File: src/assert_macros.svh
// assertion macros shared by the console writer modules
`ifndef ASSERT_MACROS_SVH
`define ASSERT_MACROS_SVH
`ifndef NO_ASSERTIONS
`define TCW_ASSERT(lbl, prop, msg) \
   lbl: assert property (@(posedge clock) disable iff (reset) (prop)) else $error(msg);
`define TCW_ASSERT_NEXT(lbl, ante, cons, msg) \
   lbl: assert property (@(posedge clock) disable iff (reset) (ante) |=> (cons)) else $error(msg);
`else
`define TCW_ASSERT(lbl, prop, msg)
`define TCW_ASSERT_NEXT(lbl, ante, cons, msg)
`endif
`endif

File: src/tcw_pkg.sv
// types and constants of the text console character writer
`default_nettype none
package tcw_pkg;

   localparam logic [7:0]  NEWLINE_CODE = 8'd10;
   localparam logic [7:0]  SPACE_CODE   = 8'h20;
   localparam logic [7:0]  BLANK_ATTR   = 8'h07;
   localparam logic [15:0] BLANK_CELL   = {BLANK_ATTR, SPACE_CODE};
   localparam logic [7:0]  ATTR_RESET   = 8'h07;
   localparam logic        OP_WRITE     = 1'b0;
   localparam logic        OP_READ      = 1'b1;
   localparam int unsigned QUEUE_DEPTH  = 2;

   typedef struct packed {
      logic       opcode;
      logic [7:0] char_code;
      logic [4:0] read_row;
      logic [6:0] read_col;
   } req_item_type;

   typedef struct packed {
      logic [15:0] cell_value;
      logic [4:0]  cursor_row_now;
      logic [6:0]  cursor_col_now;
      logic        did_scroll;
   } rsp_item_type;

   typedef enum logic [1:0] {
      CMD_READ,
      CMD_NEWLINE,
      CMD_CHAR
   } cmd_kind_type;

   typedef struct packed {
      cmd_kind_type kind;
      logic [7:0]   char_code;
      logic [4:0]   read_row;
      logic [6:0]   read_col;
      logic         in_range;
   } cmd_type;

   typedef struct packed {
      logic full;
      logic empty;
   } q_status_type;

   typedef enum logic [1:0] {
      ST_CLEAR,
      ST_RUN,
      ST_READ,
      ST_BLANK
   } back_state_type;

endpackage
`default_nettype wire

File: src/tcw_queue.sv
// short command queue between the front and back parts
`default_nettype none
`include "assert_macros.svh"
module tcw_queue import tcw_pkg::*; (
   input  wire logic    clock,
   input  wire logic    reset,
   input  wire logic    push,
   input  wire cmd_type push_cmd,
   input  wire logic    pop,
   output cmd_type      head,
   output q_status_type status
);

   localparam int unsigned PTR_BITS = (QUEUE_DEPTH > 1) ? $clog2(QUEUE_DEPTH) : 1;
   localparam int unsigned CNT_BITS = $clog2(QUEUE_DEPTH + 1);
   localparam logic [PTR_BITS-1:0] PTR_LAST = PTR_BITS'(QUEUE_DEPTH - 1);
   localparam logic [CNT_BITS-1:0] CNT_FULL = CNT_BITS'(QUEUE_DEPTH);

   cmd_type             entry_ff [QUEUE_DEPTH];
   logic [PTR_BITS-1:0] wr_ptr_ff, wr_ptr_in;
   logic [PTR_BITS-1:0] rd_ptr_ff, rd_ptr_in;
   logic [CNT_BITS-1:0] count_ff, count_in;
   logic                do_push, do_pop;

   always_comb begin
      status.full  = (count_ff == CNT_FULL);
      status.empty = (count_ff == '0);
      do_push      = push & ~status.full;
      do_pop       = pop & ~status.empty;
      wr_ptr_in    = wr_ptr_ff;
      rd_ptr_in    = rd_ptr_ff;
      count_in     = count_ff;
      if (do_push) begin
         wr_ptr_in = (wr_ptr_ff == PTR_LAST) ? '0 : wr_ptr_ff + PTR_BITS'(1);
      end
      if (do_pop) begin
         rd_ptr_in = (rd_ptr_ff == PTR_LAST) ? '0 : rd_ptr_ff + PTR_BITS'(1);
      end
      if (do_push && !do_pop) begin
         count_in = count_ff + CNT_BITS'(1);
      end else if (do_pop && !do_push) begin
         count_in = count_ff - CNT_BITS'(1);
      end
      head = entry_ff[rd_ptr_ff];
   end

   always_ff @(posedge clock) begin
      if (reset) begin
         wr_ptr_ff <= '0;
         rd_ptr_ff <= '0;
         count_ff  <= '0;
      end else begin
         wr_ptr_ff <= wr_ptr_in;
         rd_ptr_ff <= rd_ptr_in;
         count_ff  <= count_in;
      end
   end

   always_ff @(posedge clock) begin
      if (do_push) begin
         entry_ff[wr_ptr_ff] <= push_cmd;
      end
   end

   `TCW_ASSERT(a_no_push_full, !push || !status.full, "push into a full queue")

endmodule
`default_nettype wire

File: config.mk
export PLATFORM = sky130hd
export DESIGN_NAME = tcw_queue
export DESIGN_NICKNAME = d
export VERILOG_FILES = /design/src/tcw_pkg.sv /design/src/tcw_queue.sv
export VERILOG_INCLUDE_DIRS = /design/src /design/src/src
export SDC_FILE = /design/constraint.sdc
export NUM_CORES = 1
export LEC_CHECK = 0
export CAP_MARGIN = 20
export CORE_ASPECT_RATIO = 0.7
export CORE_UTILIZATION = 45
export CTS_BUF_LIST = sky130_fd_sc_hd__clkbuf_2 sky130_fd_sc_hd__clkbuf_4 sky130_fd_sc_hd__clkbuf_8
export DETAILED_ROUTE_END_ITERATION = 10
export DONT_BUFFER_PORTS = 1
export GPL_TIMING_DRIVEN = 0
export PLACE_DENSITY_LB_ADDON = 0.1
export SETUP_SLACK_MARGIN = 0.4
export SYNTH_ARGS = -nofsm -noshare
export SYNTH_HDL_FRONTEND = slang
export SYNTH_SLANG_ARGS = --single-unit
File: constraint.sdc
create_clock -name clock -period 4.15 [get_ports clock]
set_input_delay 0.83 -clock clock [delete_from_list [all_inputs] [get_ports clock]]
set_output_delay 0.83 -clock clock [all_outputs]
set_load 0.02 [all_outputs]
# Yosys cells after proc, flatten, opt, wreduce, memory -nomap -nowiden
# Memory sizes are Yosys's and may differ from the RTL's. A register that Yosys moved wholly into a read port is not among the register bits.
# Index checks and enable logic that the tools add are counted.
dict set report word_totals {
  register_bits 4
  mem_bits_rw 46
  elab_cells 27
  memories 1
}
# name words word_bits read_ports rd_ports_with_merged_regs wr line
set mem_list {}
lappend mem_list {entry_ff 2 23 1 1 1 tcw_queue.sv:19} ;# cmd_type entry_ff [QUEUE_DEPTH];
dict set report op_classes {
  add_sub_neg 4
  eq_ne 1
  n_mux 8
  bitwise_logic 4
  n_reduce_logical 6
}
# operator count
set ops {}
lappend ops {{1-bit 2-to-1 mux} 6}
lappend ops {{2-bit 2-to-1 mux} 2}
lappend ops {{1-bit adder, second input constant} 2}
lappend ops {{2-bit by 1-bit adder with 2-bit output, second input constant} 1}
lappend ops {{1-bit bitwise AND} 2}
lappend ops {{2-bit == test, second input constant} 1}
lappend ops {{1-bit logical AND} 2}
lappend ops {{1-bit zero test} 2}
lappend ops {{2-bit zero test} 1}
lappend ops {{1-bit inverter} 2}
lappend ops {{2-bit nonzero test} 1}
lappend ops {{2-bit by 1-bit subtractor with 2-bit output, second input constant} 1}

# Depth between registers and ports, before layout
dict set report depth {
  word_depth 7
  mapped_depth 6
}

# Least setup slack after synthesis
# No wires, ideal clock.
dict set report synth_path {
  path_type {input to register}
  startpoint {in push}
  endpoint {mem entry_ff[0][0] (netlist name) (enable)}
  setup_time_ns 0.378
  arrival_ns 1.696
  required_ns 3.772
  slack_ns 2.076
  cell_stages 3
  n_path_buf 0
  cell_sequence {inv_1 -> or3_1 -> inv_1}
}
dict set report synth_via {
  elab_chain_cells 3
}
# element line
set synth_lines {}
lappend synth_lines {{from (decl)} tcw_queue.sv:7} ;# input wire logic push,
lappend synth_lines {{1-bit bitwise AND} tcw_queue.sv:28} ;# do_push = push & ~status.full;
lappend synth_lines {{1-bit 2-to-1 mux} tcw_queue.sv:60} ;# if (do_push) begin
lappend synth_lines {{1-bit 2-to-1 mux (implied by the code)} tcw_queue.sv:61} ;# entry_ff[wr_ptr_ff] <= push_cmd;
lappend synth_lines {{to (decl)} tcw_queue.sv:19}
# No other way between the ends.

==> impl_metrics.json <==
{
  "yosysMostFrequentCell": "edfxtp_1",
  "synth_area_per_cell_um2": 19.5,
  "synthTopCellsByArea": "edfxtp_1 (74%), mux2_2 (14%), dfxtp_1 (5.4%), xor2_1 (1.4%), nor2_1 (1.0%)",
  "peakVddDrop_mv": 0.304,
  "post_cts_buffers": 0,
  "via_count": 814,
  "gp_congestion": 0.592,
  "rsz0062_at_grt": "false",
  "p_leak_nw": 0.691,
  "finClkSkew_ps": 3.89,
  "yosys.area.top_type_share": 0.739,
  "drv_slew": 0,
  "power.density_mw_per_mm2": 653,
  "synth_nets": 124,
  "r2r_setup_slack_ps": 2190,
  "htreeDepth": 2,
  "syn_area_mm2": 0.00187,
  "ys.flop_type": "edfxtp_1",
  "yosys_warnings": 0,
  "status": "finished, final reports clean",
  "dp_hpwl_mm": 1.82,
  "synthCells": 96,
  "clkTransAtPathRegs_ps": 80,
  "fin_crit_sh": 0.549,
  "core_mm2": 0.00395,
  "cts-resized-gates": 0,
  "ctsLongestPathBuffers": 2,
  "min_path_type": "reg -> reg",
  "synth_top_cell_by_area": "edfxtp_1",
  "root_buffer": "clkbuf_8",
  "num_antenna_cells": 0,
  "synthArstFlopShare": 0,
  "tightest_slew_ps": 922,
  "power.total_mw": 1.35,
  "io_buffer_count": 0,
  "initial_core_util": 0.473,
  "crit_type": "reg -> out",
  "grt_max_degree": 24,
  "drive_above_1_share": 0.324,
  "clock-sinks": 51,
  "hold_violations": 0,
  "die_area_mm2": 0.00442,
  "setup_viol": 0,
  "drt-wirelength-per-cell_um": 17.1,
  "cp.arrival_ps": 1450,
  "firstDrtPassIters": 3,
  "grt_pass1_vias": 824,
  "rows": 19,
  "relSlewSlack": 0.385,
  "synth_cell_types": 13,
  "max_freq_mhz": 439,
  "cap_violations": 0,
  "synth-seq-cells": 51,
  "critPathLaunchType": "flip-flop",
  "area_growth_pct": 10.7,
  "cts_tree": "yes",
  "drt_first_iter_violations": 37,
  "clock_latency_ps": 290,
  "die_h_um": 55.9,
  "drt-total-wl_mm": 2.68,
  "finalCriticalPeriod_ps": 2280,
  "endpoint_kind": "primary output",
  "cts_hold_buf": 0,
  "die_w_um": 79.0,
  "synth_edf_count": 46,
  "crit_fanout": 10,
  "io_pins": 52,
  "seq_area_frac_synth": 0.793,
  "antenna_found_initial": 0,
  "grt-ovfl-total": 0,
  "synth_commonest_cells": "edfxtp_1 (46), mux2_2 (23), dfxtp_1 (5), nor2_1 (5)",
  "tns_ps": 0,
  "grt_pass1_wl_mm": 4.11,
  "drc_errors": 0,
  "vias_per_cell": 5.18,
  "grt_usage": 0.131,
  "nets": 132,
  "cts_buffers": 5,
  "holdWs_ps": 484,
  "cp.required_ps": 3320,
  "ant_nets": 0
}
-- worst max-delay path, stage by stage (launching register included) --
cell,delay [ps]
dfxtp_1,430
buf_2,300
mux2_2,430
-- flip-flops by register name, summed over array words and instances, names as in the netlist, named ones only --
signal     cells
entry_ff      46
count_ff       2
rd_ptr_ff      1
wr_ptr_ff      1
-- logic make-up (layout without fill, tap and decap cells) --
logic type                 count (synthesis)  count (layout)  synth area share
and+or+nand+nor                            9               9            0.0248
adders and majority gates                  1               1           0.00670
DFF                                       51              51             0.793
AOI/OAI and AO/OA                          5               5            0.0134
muxes                                     23              23             0.139
buffers and inverters                      4              13           0.00938
xor gates and xnor gates                   3               3            0.0141
-- layout by cell type, fill, tap and decap left out --
| cell | synthesis | routed |
|---|---|---|
| mux2_2 | 23 | 23 |
| clkinv_1 | 0 | 1 |
| a21oi_1 | 2 | 2 |
| nor2b_2 | 1 | 1 |
| buf_2 | 2 | 2 |
| clkinv_2 | 0 | 1 |
| xor2_1 | 3 | 3 |
| nor2_1 | 5 | 5 |
| buf_16 | 0 | 1 |
| ha_1 | 1 | 1 |
| clkbuf_8 | 0 | 5 |
| dfxtp_1 | 5 | 5 |
| and2_1 | 1 | 1 |
| inv_1 | 2 | 2 |
| bufinv_16 | 0 | 1 |
| o21ai_0 | 3 | 3 |
| edfxtp_1 | 46 | 46 |
| or3_1 | 2 | 2 |
-- area by class of cell --
cell class | count | area, um^2
fill | 336 | 1880
sequential | 51 | 1480
multi-input combinational | 41 | 369
clock buffer | 5 | 68.8
tap | 52 | 65.1
clock inverter | 3 | 38.8
timing repair buffer | 1 | 27.5
buffer | 2 | 10.0
inverter | 2 | 7.51
-- power breakdown --
group | internal [mW] | switching (mW) | total, mW
clock network | 0.176 | 0.144 | 0.320
registers | 0.649 | 0.0298 | 0.678
logic | 0.121 | 0.230 | 0.351
total | 0.946 | 0.404 | 1.35
-- routing by layer --
metal	share of wire	vias up	track usage
met5	0	-	0
met4	0.0086	0	0.0623
met3	0.10	4	0.0639
met2	0.51	29	0.207
met1	0.38	402	0.150
li1	-	379	-
-- final timing paths --
path	cells after the start	startpoint	to
worst max-delay path	2	flip-flop	head[6]
worst min-delay path	2	wr_ptr_ff	wr_ptr_ff
worst max register to register	3	count_ff[0]	entry_ff[0][8]
worst min register to register	2	wr_ptr_ff	wr_ptr_ff
-- metrics by stage --
step,setup slack (ps),std cells,utilization,cell area (um^2)
after global placement,1820,148,0.490,1930
after detailed placement,1790,148,0.490,1930
final,1870,157,0.524,2070
after floorplan,2080,96,-,1870
after global routing,1740,157,0.524,2070
after CTS,1800,156,0.517,2040
No activity file was read; power rests on OpenSTA's default activity.
