## config.mk

```make
export PLATFORM = sky130hd
export DESIGN_NAME = tcw_front
export DESIGN_NICKNAME = d
export VERILOG_FILES = /design/src/assert_macros.svh /design/src/tcw_pkg.sv /design/src/tcw_front.sv
export SDC_FILE = /design/constraint.sdc
export NUM_CORES = 1
export LEC_CHECK = 0
export BUFFER_PORTS_ARGS = -buffer_cell sky130_fd_sc_hd__buf_2
export CORE_ASPECT_RATIO = 1.4
export CORE_MARGIN = 1.5
export CORE_UTILIZATION = 43
export DETAILED_ROUTE_END_ITERATION = 6
export PLACE_DENSITY = 0.92
export SLEW_MARGIN = 20
export SYNTH_ARGS = -nofsm -noshare
export SYNTH_HDL_FRONTEND = slang
export SYNTH_SLANG_ARGS = --single-unit
```

## constraint.sdc

```tcl
create_clock -name clock -period 3.65 [get_ports clock]
set_clock_uncertainty 0.05 [all_clocks]
set_input_delay 0.9125 -clock clock [delete_from_list [all_inputs] [get_ports clock]]
set_output_delay 0.9125 -clock clock [all_outputs]
set_load 0.02 [all_outputs]
```

## src/assert_macros.svh

```systemverilog
// assertion macros shared by the console writer modules
`ifndef ASSERT_MACROS_SVH
`define ASSERT_MACROS_SVH
`ifndef NO_ASSERTIONS
`define TCW_ASSERT(lbl, prop, msg) \
   lbl: assert property (@(posedge clock) disable iff (reset) (prop)) else $error(msg);
`define TCW_ASSERT_NEXT(lbl, ante, cons, msg) \
   lbl: assert property (@(posedge clock) disable iff (reset) (ante) |=> (cons)) else $error(msg);
`else
`define TCW_ASSERT(lbl, prop, msg)
`define TCW_ASSERT_NEXT(lbl, ante, cons, msg)
`endif
`endif

```

## src/tcw_pkg.sv

```systemverilog
// types and constants of the text console character writer
`default_nettype none
package tcw_pkg;

   localparam logic [7:0]  NEWLINE_CODE = 8'd10;
   localparam logic [7:0]  SPACE_CODE   = 8'h20;
   localparam logic [7:0]  BLANK_ATTR   = 8'h07;
   localparam logic [15:0] BLANK_CELL   = {BLANK_ATTR, SPACE_CODE};
   localparam logic [7:0]  ATTR_RESET   = 8'h07;
   localparam logic        OP_WRITE     = 1'b0;
   localparam logic        OP_READ      = 1'b1;
   localparam int unsigned QUEUE_DEPTH  = 2;

   typedef struct packed {
      logic       opcode;
      logic [7:0] char_code;
      logic [4:0] read_row;
      logic [6:0] read_col;
   } req_item_type;

   typedef struct packed {
      logic [15:0] cell_value;
      logic [4:0]  cursor_row_now;
      logic [6:0]  cursor_col_now;
      logic        did_scroll;
   } rsp_item_type;

   typedef enum logic [1:0] {
      CMD_READ,
      CMD_NEWLINE,
      CMD_CHAR
   } cmd_kind_type;

   typedef struct packed {
      cmd_kind_type kind;
      logic [7:0]   char_code;
      logic [4:0]   read_row;
      logic [6:0]   read_col;
      logic         in_range;
   } cmd_type;

   typedef struct packed {
      logic full;
      logic empty;
   } q_status_type;

   typedef enum logic [1:0] {
      ST_CLEAR,
      ST_RUN,
      ST_READ,
      ST_BLANK
   } back_state_type;

endpackage
`default_nettype wire

```

## src/tcw_front.sv

```systemverilog
// input stage: accepts items, classifies them and hands commands to the queue
`default_nettype none
module tcw_front import tcw_pkg::*; #(
   parameter int unsigned ROWS    = 25,
   parameter int unsigned COLUMNS = 80
) (
   input  wire logic         clock,
   input  wire logic         reset,
   input  wire logic         req_valid,
   output logic              req_stall,
   input  wire req_item_type req_item,
   input  wire logic         busy,
   input  wire q_status_type q_status,
   output logic              push,
   output cmd_type           cmd
);

   logic    cmd_valid_ff, cmd_valid_in;
   cmd_type cmd_ff, cmd_in;
   logic    accept;

   always_comb begin
      req_stall    = busy | (cmd_valid_ff & q_status.full);
      accept       = req_valid & ~req_stall;
      push         = cmd_valid_ff & ~q_status.full;
      cmd_valid_in = accept | (cmd_valid_ff & ~push);

      cmd_in           = cmd_ff;
      if (accept) begin
         cmd_in.char_code = req_item.char_code;
         cmd_in.read_row  = req_item.read_row;
         cmd_in.read_col  = req_item.read_col;
         cmd_in.in_range  = (32'(req_item.read_row) < ROWS) &&
                            (32'(req_item.read_col) < COLUMNS);
         priority if (req_item.opcode == OP_READ) begin
            cmd_in.kind = CMD_READ;
         end else if (req_item.char_code == NEWLINE_CODE) begin
            cmd_in.kind = CMD_NEWLINE;
         end else begin
            cmd_in.kind = CMD_CHAR;
         end
      end
   end

   always_ff @(posedge clock) begin
      if (reset) begin
         cmd_valid_ff <= 1'b0;
      end else begin
         cmd_valid_ff <= cmd_valid_in;
      end
   end

   always_ff @(posedge clock) begin
      cmd_ff <= cmd_in;
   end

   assign cmd = cmd_ff;

endmodule
`default_nettype wire

```

## After elaboration in Yosys (flattened, before gate mapping)

Cells that the tools add are included.

- Reduce and logical (&&, ||, !) cells: 1
- Multiplexer cells: 1
- Eq/ne operators: 1
- Bitwise logic cells: 9
- Order comparisons: 2

Operators with widths:

| cell | count |
|---|---|
| == test 8 x 4 -> 1 bit (second input constant) | 1 |
| < comparator 7 bit (second input constant) | 1 |
| < comparator 5 bit (second input constant) | 1 |
| bitwise AND 1 bit | 4 |
| NOT 1 bit | 3 |
| 2-to-1 mux 2 bit | 1 |
| bitwise OR 1 bit | 2 |
| logical AND 1 bit | 1 |

- Logic and storage cells: 20
- Bits of input ports: 27
- Output and inout bits: 25
- Bits in registers: 24

## Depth between registers and ports, before layout

Gate-level depths: netlist of run 1.

- Depth in word-level cells: 5
- Depth in mapped cells: 2
- Depth with buffers taken out: 2

## Worst setup path before layout of run 1

OpenSTA, ideal clock, no wires.

- Path type: in2reg
- From: input port busy
- To: register cmd_ff (netlist bit cmd[0]) (enable)
- Buffers on the path: 0
- Arrival: 2.152 ns
- Setup slack: 1.046 ns
- Stages on the path: 2
- Required time: 3.197 ns
- Cells stage by stage: a21o_1 > nor2_1

- Word-level cells in the longest chain between the ends: 3

Ends and longest elaborated chain:

| element | line | RTL |
|---|---|---|
| start: declaration | tcw_front.sv:12 | `input wire logic busy,` |
| bitwise OR 1 bit | tcw_front.sv:23 | `req_stall = busy \| (cmd_valid_ff & q_status.full);` |
| NOT 1 bit | tcw_front.sv:24 | `accept = req_valid & ~req_stall;` |
| bitwise AND 1 bit | tcw_front.sv:24 |  |
| net accept | tcw_front.sv:20 | `logic accept;` |
| end signal: assignment | tcw_front.sv:54 | `cmd_ff <= cmd_in;` |
| end: declaration | tcw_front.sv:19 | `cmd_type cmd_ff, cmd_in;` |

The timed path passes the listed nets, and every way through them passes these cells.
A chain may end at the register's enable or synchronous reset.

## Worst setup path in the final report of run 1

- From: input port q_status[1] (netlist bit)
- To: output port req_stall

- Word-level cells in the longest chain between the ends: 2

Ends and longest elaborated chain:

| element | line | RTL |
|---|---|---|
| start: declaration | tcw_front.sv:13 | `input wire q_status_type q_status,` |
| bitwise AND 1 bit | tcw_front.sv:23 |  |
| bitwise OR 1 bit | tcw_front.sv:23 |  |
| end: declaration | tcw_front.sv:10 | `output logic req_stall,` |

No other way between the ends.

==> results of run 1 <==
cells by family after synthesis:
| family | Yosys count |
|---|---|
| DFF | 24 |
| and+or+nand+nor | 8 |
| buffers and inverters | 1 |
| AOI/OAI and AO/OA | 5 |
metrics by stage:
step | power [W] | area (um^2)
floorplan | 0.000350 | 805
CTS | 0.000487 | 1120
global route | 0.000501 | 1120
finish | 0.000482 | 1120
global placement | 0.000376 | 1090
detailed placement | 0.000379 | 1090
where the power goes:
group	total (W)	leakage, nW	internal (W)	switching (W)
logic	0.0000535	0.237	0.0000215	0.0000321
clock network	0.000110	0.0150	0.0000424	0.0000679
registers	0.000318	0.223	0.000315	0.00000246
total	0.000482	0.475	0.000379	0.000102
flip-flops by register name, indices dropped and copies added (netlist names):
name and cells:
cmd 23, cmd_valid_ff 1
how the worst max path moves through the flow:
stage | startpoint | depth (start not counted) | end | slack, ns
4_1_cts | q_status[1] | 3 | req_stall | 1.33
6_report | q_status[1] | 3 | req_stall | 1.34
5_1_grt | q_status[1] | 3 | req_stall | 1.32
3_3_place_gp | q_status[1] | 3 | req_stall | 1.35
2_1_floorplan | busy | 2 | cmd[0]$_DFFE_PP_ | 1.05
3_5_place_dp | q_status[1] | 3 | req_stall | 1.34
routing by layer:
metal / part of all wire (%) / wire length (um) / vias up / global-route usage [%]
met5: 0 / 0 / - / 0
met4: 1.9 / 27 / 0 / 10.3
met3: 6.6 / 92 / 2 / 1.65
met2: 64 / 886 / 25 / 27.3
met1: 28 / 389 / 247 / 13.0
li1: - / - / 258 / -
cell type report:
cell class	count	area (um^2)
tap	20	25.0
timing repair buffer	51	258
clock buffer	4	26.3
inverter	1	3.75
multi-input combinational	13	92.6
sequential	24	711
fill	140	641
worst max-delay path, stage by stage:
cell	delay [ns]
buf_2	0.11
a21o_1	0.17
buf_2	0.16
==> impl_metrics.env, run 1 <==
export IMPL_die_area_um2=2140
export IMPL_min_delay_worst_endpoint="cmd_valid_ff$_SDFF_PP0_"
export IMPL_reg2reg_depth=3
export IMPL_initial_utilization_pct=45.8
export IMPL_power_density_nw_per_um2=432
export IMPL_clockBufferDepth=2
export IMPL_synth_xor_xnor_area_share_pct=0
export IMPL_nNetsFinal=121
export IMPL_rsz0062_at_grt="no"
export IMPL_muxShareOfSynthArea_pct=0
export IMPL_cts_htree_levels=1
export IMPL_setup_tns_ns=0
export IMPL_drt_wl_total_mm=1.40
export IMPL_pre_cts_ws_ns=1.34
export IMPL_io_pins=52
export IMPL_cts_tree="built"
export IMPL_synthAdderAreaFrac_pct=0
export IMPL_worstPathRequired_ns=2.69
export IMPL_synth_top_area_share_pct=85.8
export IMPL_synthSimpleGateAreaFrac_pct=6.69
export IMPL_peakVddDrop_uv=241
export IMPL_synth_cell_type_count=16
export IMPL_worstHoldPathType="flop to flop"
export IMPL_hold_ws_ns=0.447
export IMPL_synth_area_leader_cell="edfxtp_1"
export IMPL_num_antenna_cells=0
export IMPL_die_w_um=39.6
export IMPL_cts_sinks=24
export IMPL_end_kind="output port"
export IMPL_synth_edf_count=23
export IMPL_clk_latency_ns=0.29
export IMPL_grt_pass1_wl_mm=1.95
export IMPL_start_kind="input port"
export IMPL_grt_use_total_pct=14.4
export IMPL_synthFlopType="edfxtp_1"
export IMPL_tightest_slew_ns=0.292
export IMPL_synthArstFlopShare_pct=0
export IMPL_final_layout_size_suffix_gt1_share_pct=60.2
export IMPL_rrSetupSlack_ns=2.39
export IMPL_synth_cells=38
export IMPL_fp_coreArea_um2=1760
export IMPL_fin_cells=113
export IMPL_yosysWarnings=0
export IMPL_synth_seq_cells=24
export IMPL_setup_violations=0
export IMPL_antenna_found_initial=0
export IMPL_min_from="cmd_valid_ff$_SDFF_PP0_"
export IMPL_drtPass1Iterations=2
export IMPL_rows=18
export IMPL_syn_to_final_growth_pct=38.7
export IMPL_synth_net_count=65
export IMPL_numPlacedInstances=109
export IMPL_wl_per_cell_um=12.3
export IMPL_hold_depth=2
export IMPL_cp_max_fo=3
export IMPL_gp_congestion=0.641
export IMPL_synth_most_common_cell="edfxtp_1"
export IMPL_yosysSeqAreaShare_pct=88.3
export IMPL_avgSynthCellArea_um2=21.2
export IMPL_grt_max_degree=24
export IMPL_status="complete, no violations"
export IMPL_cts_resized=0
export IMPL_drc=0
export IMPL_period_share_pct=63.3
export IMPL_grt_overflow=0
export IMPL_finalMaxSlewViolations=0
export IMPL_fmax_mhz=433
export IMPL_timing_final_ws_setup_ns=1.34
export IMPL_layout_min_cycle_time_ns=2.31
export IMPL_first_iter_violations=1
export IMPL_r2r_end="cmd[1]$_DFFE_PP_"
export IMPL_cellLeakagePower_nw=0.475
export IMPL_grt_pass1_vias=480
export IMPL_post_cts_buffers=0
export IMPL_port_buffers=50
export IMPL_avgViaCountPerCell=4.71
export IMPL_final_cell_mix="buf_2 (50), edfxtp_1 (23), clkbuf_4 (3)"
export IMPL_drv_cap=0
export IMPL_clk_pin_slew_ns=0.11
export IMPL_reg2reg_from="cmd_valid_ff$_SDFF_PP0_"
export IMPL_clk_root_buffer_cell="clkbuf_4"
export IMPL_num_vias=532
export IMPL_antenna_left=0
export IMPL_fin_util_pct=63.5
export IMPL_synth_compound_area_share_pct=4.51
export IMPL_final_common_cell="buf_2"
export IMPL_synth_area_um2=805
export IMPL_ys_top_cells_by_area="edfxtp_1 (86%), dfxtp_1 (2.5%), nand4bb_1 (1.4%)"
export IMPL_max_slew_margin_pct=80.3
export IMPL_ctsHoldBuffers=0
export IMPL_finalHoldViolations=0
export IMPL_arrival_ns=1.35
export IMPL_synth_top_family_by_area="simple AND/OR/NAND/NOR gates"
export IMPL_critPathKind="input port to output port"
export IMPL_numCtsBuffers=3
export IMPL_die_h_um=54.2
Power figures use the tool's default switching activity.
==> run 2: changes to the inputs <==
- CORE_UTILIZATION: 43 -> 36
- PLACE_DENSITY: 0.92 -> 0.84
- clock period: 3.65 -> 2 ns (I/O delays scaled with it)
==> impl_metrics.env, run 2 (synthesis results as in run 1) <==
export IMPL_status="complete, no violations"
export IMPL_grt_pass1_vias=521
export IMPL_gp_congestion=0.663
export IMPL_drc=0
export IMPL_rrSetupSlack_ns=0.80
export IMPL_end_kind="output port"
export IMPL_layout_min_cycle_time_ns=1.54
export IMPL_numCtsBuffers=3
export IMPL_worstHoldPathType="input port to flop"
export IMPL_antenna_left=0
export IMPL_cts_resized=0
export IMPL_arrival_ns=0.99
export IMPL_die_w_um=43.0
export IMPL_hold_depth=2
export IMPL_cellLeakagePower_nw=0.481
export IMPL_clk_root_buffer_cell="clkbuf_4"
export IMPL_syn_to_final_growth_pct=40.0
export IMPL_worstPathRequired_ns=1.45
export IMPL_die_area_um2=2530
export IMPL_clk_pin_slew_ns=0.12
export IMPL_grt_overflow=0
export IMPL_power_w=0.000885
export IMPL_finalMaxSlewViolations=0
export IMPL_ctsHoldBuffers=0
export IMPL_post_cts_buffers=0
export IMPL_final_layout_size_suffix_gt1_share_pct=60.6
export IMPL_drv_cap=0
export IMPL_max_slew_margin_pct=77.7
export IMPL_grt_pass1_wl_mm=2.21
export IMPL_avgViaCountPerCell=4.70
export IMPL_first_iter_violations=6
export IMPL_die_h_um=58.9
export IMPL_num_antenna_cells=0
export IMPL_reg2reg_depth=3
export IMPL_initial_utilization_pct=37.4
export IMPL_finalHoldViolations=0
export IMPL_cts_tree="built"
export IMPL_fmax_mhz=649
export IMPL_critPathCapture="req_stall"
export IMPL_drtPass1Iterations=2
export IMPL_drt_wl_total_mm=1.44
export IMPL_antenna_found_initial=0
export IMPL_rows=20
export IMPL_io_pins=52
export IMPL_peakVddDrop_uv=480
export IMPL_r2r_end="cmd[16]$_DFFE_PP_"
export IMPL_critPathKind="flop to output port"
export IMPL_setup_violations=0
export IMPL_power_density_nw_per_um2=786
export IMPL_port_buffers=50
export IMPL_crit_start="cmd_valid_ff$_SDFF_PP0_"
export IMPL_fp_coreArea_um2=2150
export IMPL_final_common_cell="buf_2"
export IMPL_largest_reg_flops=23
export IMPL_grt_max_degree=15
export IMPL_cts_htree_levels=1
export IMPL_nNetsFinal=122
export IMPL_tightest_slew_ns=0.330
export IMPL_period_share_pct=77.1
export IMPL_start_kind="flop"
export IMPL_grt_use_total_pct=12.3
export IMPL_rsz0062_at_grt="no"
export IMPL_cts_sinks=24
export IMPL_clockBufferDepth=2
export IMPL_cp_max_fo=3
export IMPL_wl_per_cell_um=12.4
export IMPL_setup_tns_ns=0
export IMPL_num_vias=545
export IMPL_reg2reg_from="cmd_valid_ff$_SDFF_PP0_"
export IMPL_final_cell_mix="buf_2 (50), edfxtp_1 (23), clkbuf_4 (3)"
export IMPL_clk_latency_ns=0.29
==> run 2: cell count changes in the layout (fill, tap and decap cells not counted) <==
cell / delta
clkbuf_1: -1
buf_4: +1
clkinv_1: +1
==> run 2: layout make-up <==
| cell class | instances | area, um^2 |
|---|---|---|
| flip-flops and latches | 24 | 711 |
| clock inverters | 1 | 3.75 |
| multi-input cells | 13 | 92.6 |
| clock buffers | 3 | 22.5 |
| repair buffers | 52 | 265 |
| well taps | 22 | 27.5 |
| fillers | 195 | 1030 |
| inverters | 1 | 3.75 |
==> run 2: worst min path at each step <==
stage / from / end / slack [ns]
final: reset / cmd_valid_ff$_SDFF_PP0_ / 0.29
after global routing: reset / cmd_valid_ff$_SDFF_PP0_ / 0.27
after CTS: reset / cmd_valid_ff$_SDFF_PP0_ / 0.28
after detailed placement: cmd_valid_ff$_SDFF_PP0_ / cmd_valid_ff$_SDFF_PP0_ / 0.43
after floorplan: cmd_valid_ff$_SDFF_PP0_ / cmd_valid_ff$_SDFF_PP0_ / 0.39
after global placement: cmd_valid_ff$_SDFF_PP0_ / cmd_valid_ff$_SDFF_PP0_ / 0.40
==> run 2: metrics by stage <==
step | area [um^2] | setup WS (ns) | hold slack, ns | util, % | cells
3_3_place_gp | 1100 | 0.396 | 0.400 | 51.1 | 112
3_5_place_dp | 1100 | 0.389 | 0.427 | 51.1 | 112
4_1_cts | 1130 | 0.442 | 0.275 | 52.3 | 116
6_report | 1130 | 0.458 | 0.287 | 52.3 | 116
2_1_floorplan | 807 | 0.185 | 0.391 | - | 38
5_1_grt | 1130 | 0.362 | 0.273 | 52.3 | 116
==> run 2: routing by layer <==
layer	up-vias	share of wire (%)	global-route usage, %
li1	265	-	-
met1	255	33	10.7
met2	25	60	24.7
met3	0	6.4	2.76
met4	0	0	6.49
met5	-	0	0
==> run 2: power breakdown <==
part / leakage [nW] / internal, W / switching [W]
sequential: 0.223 / 0.000576 / 0.00000501
clock: 0.0154 / 0.0000727 / 0.000133
combinational: 0.242 / 0.0000405 / 0.0000583
total: 0.481 / 0.000689 / 0.000196
==> run 2: critical path, stage by stage (launching register included) <==
cell     delay (ns)
dfxtp_1        0.34
a21o_1         0.20
buf_2          0.16
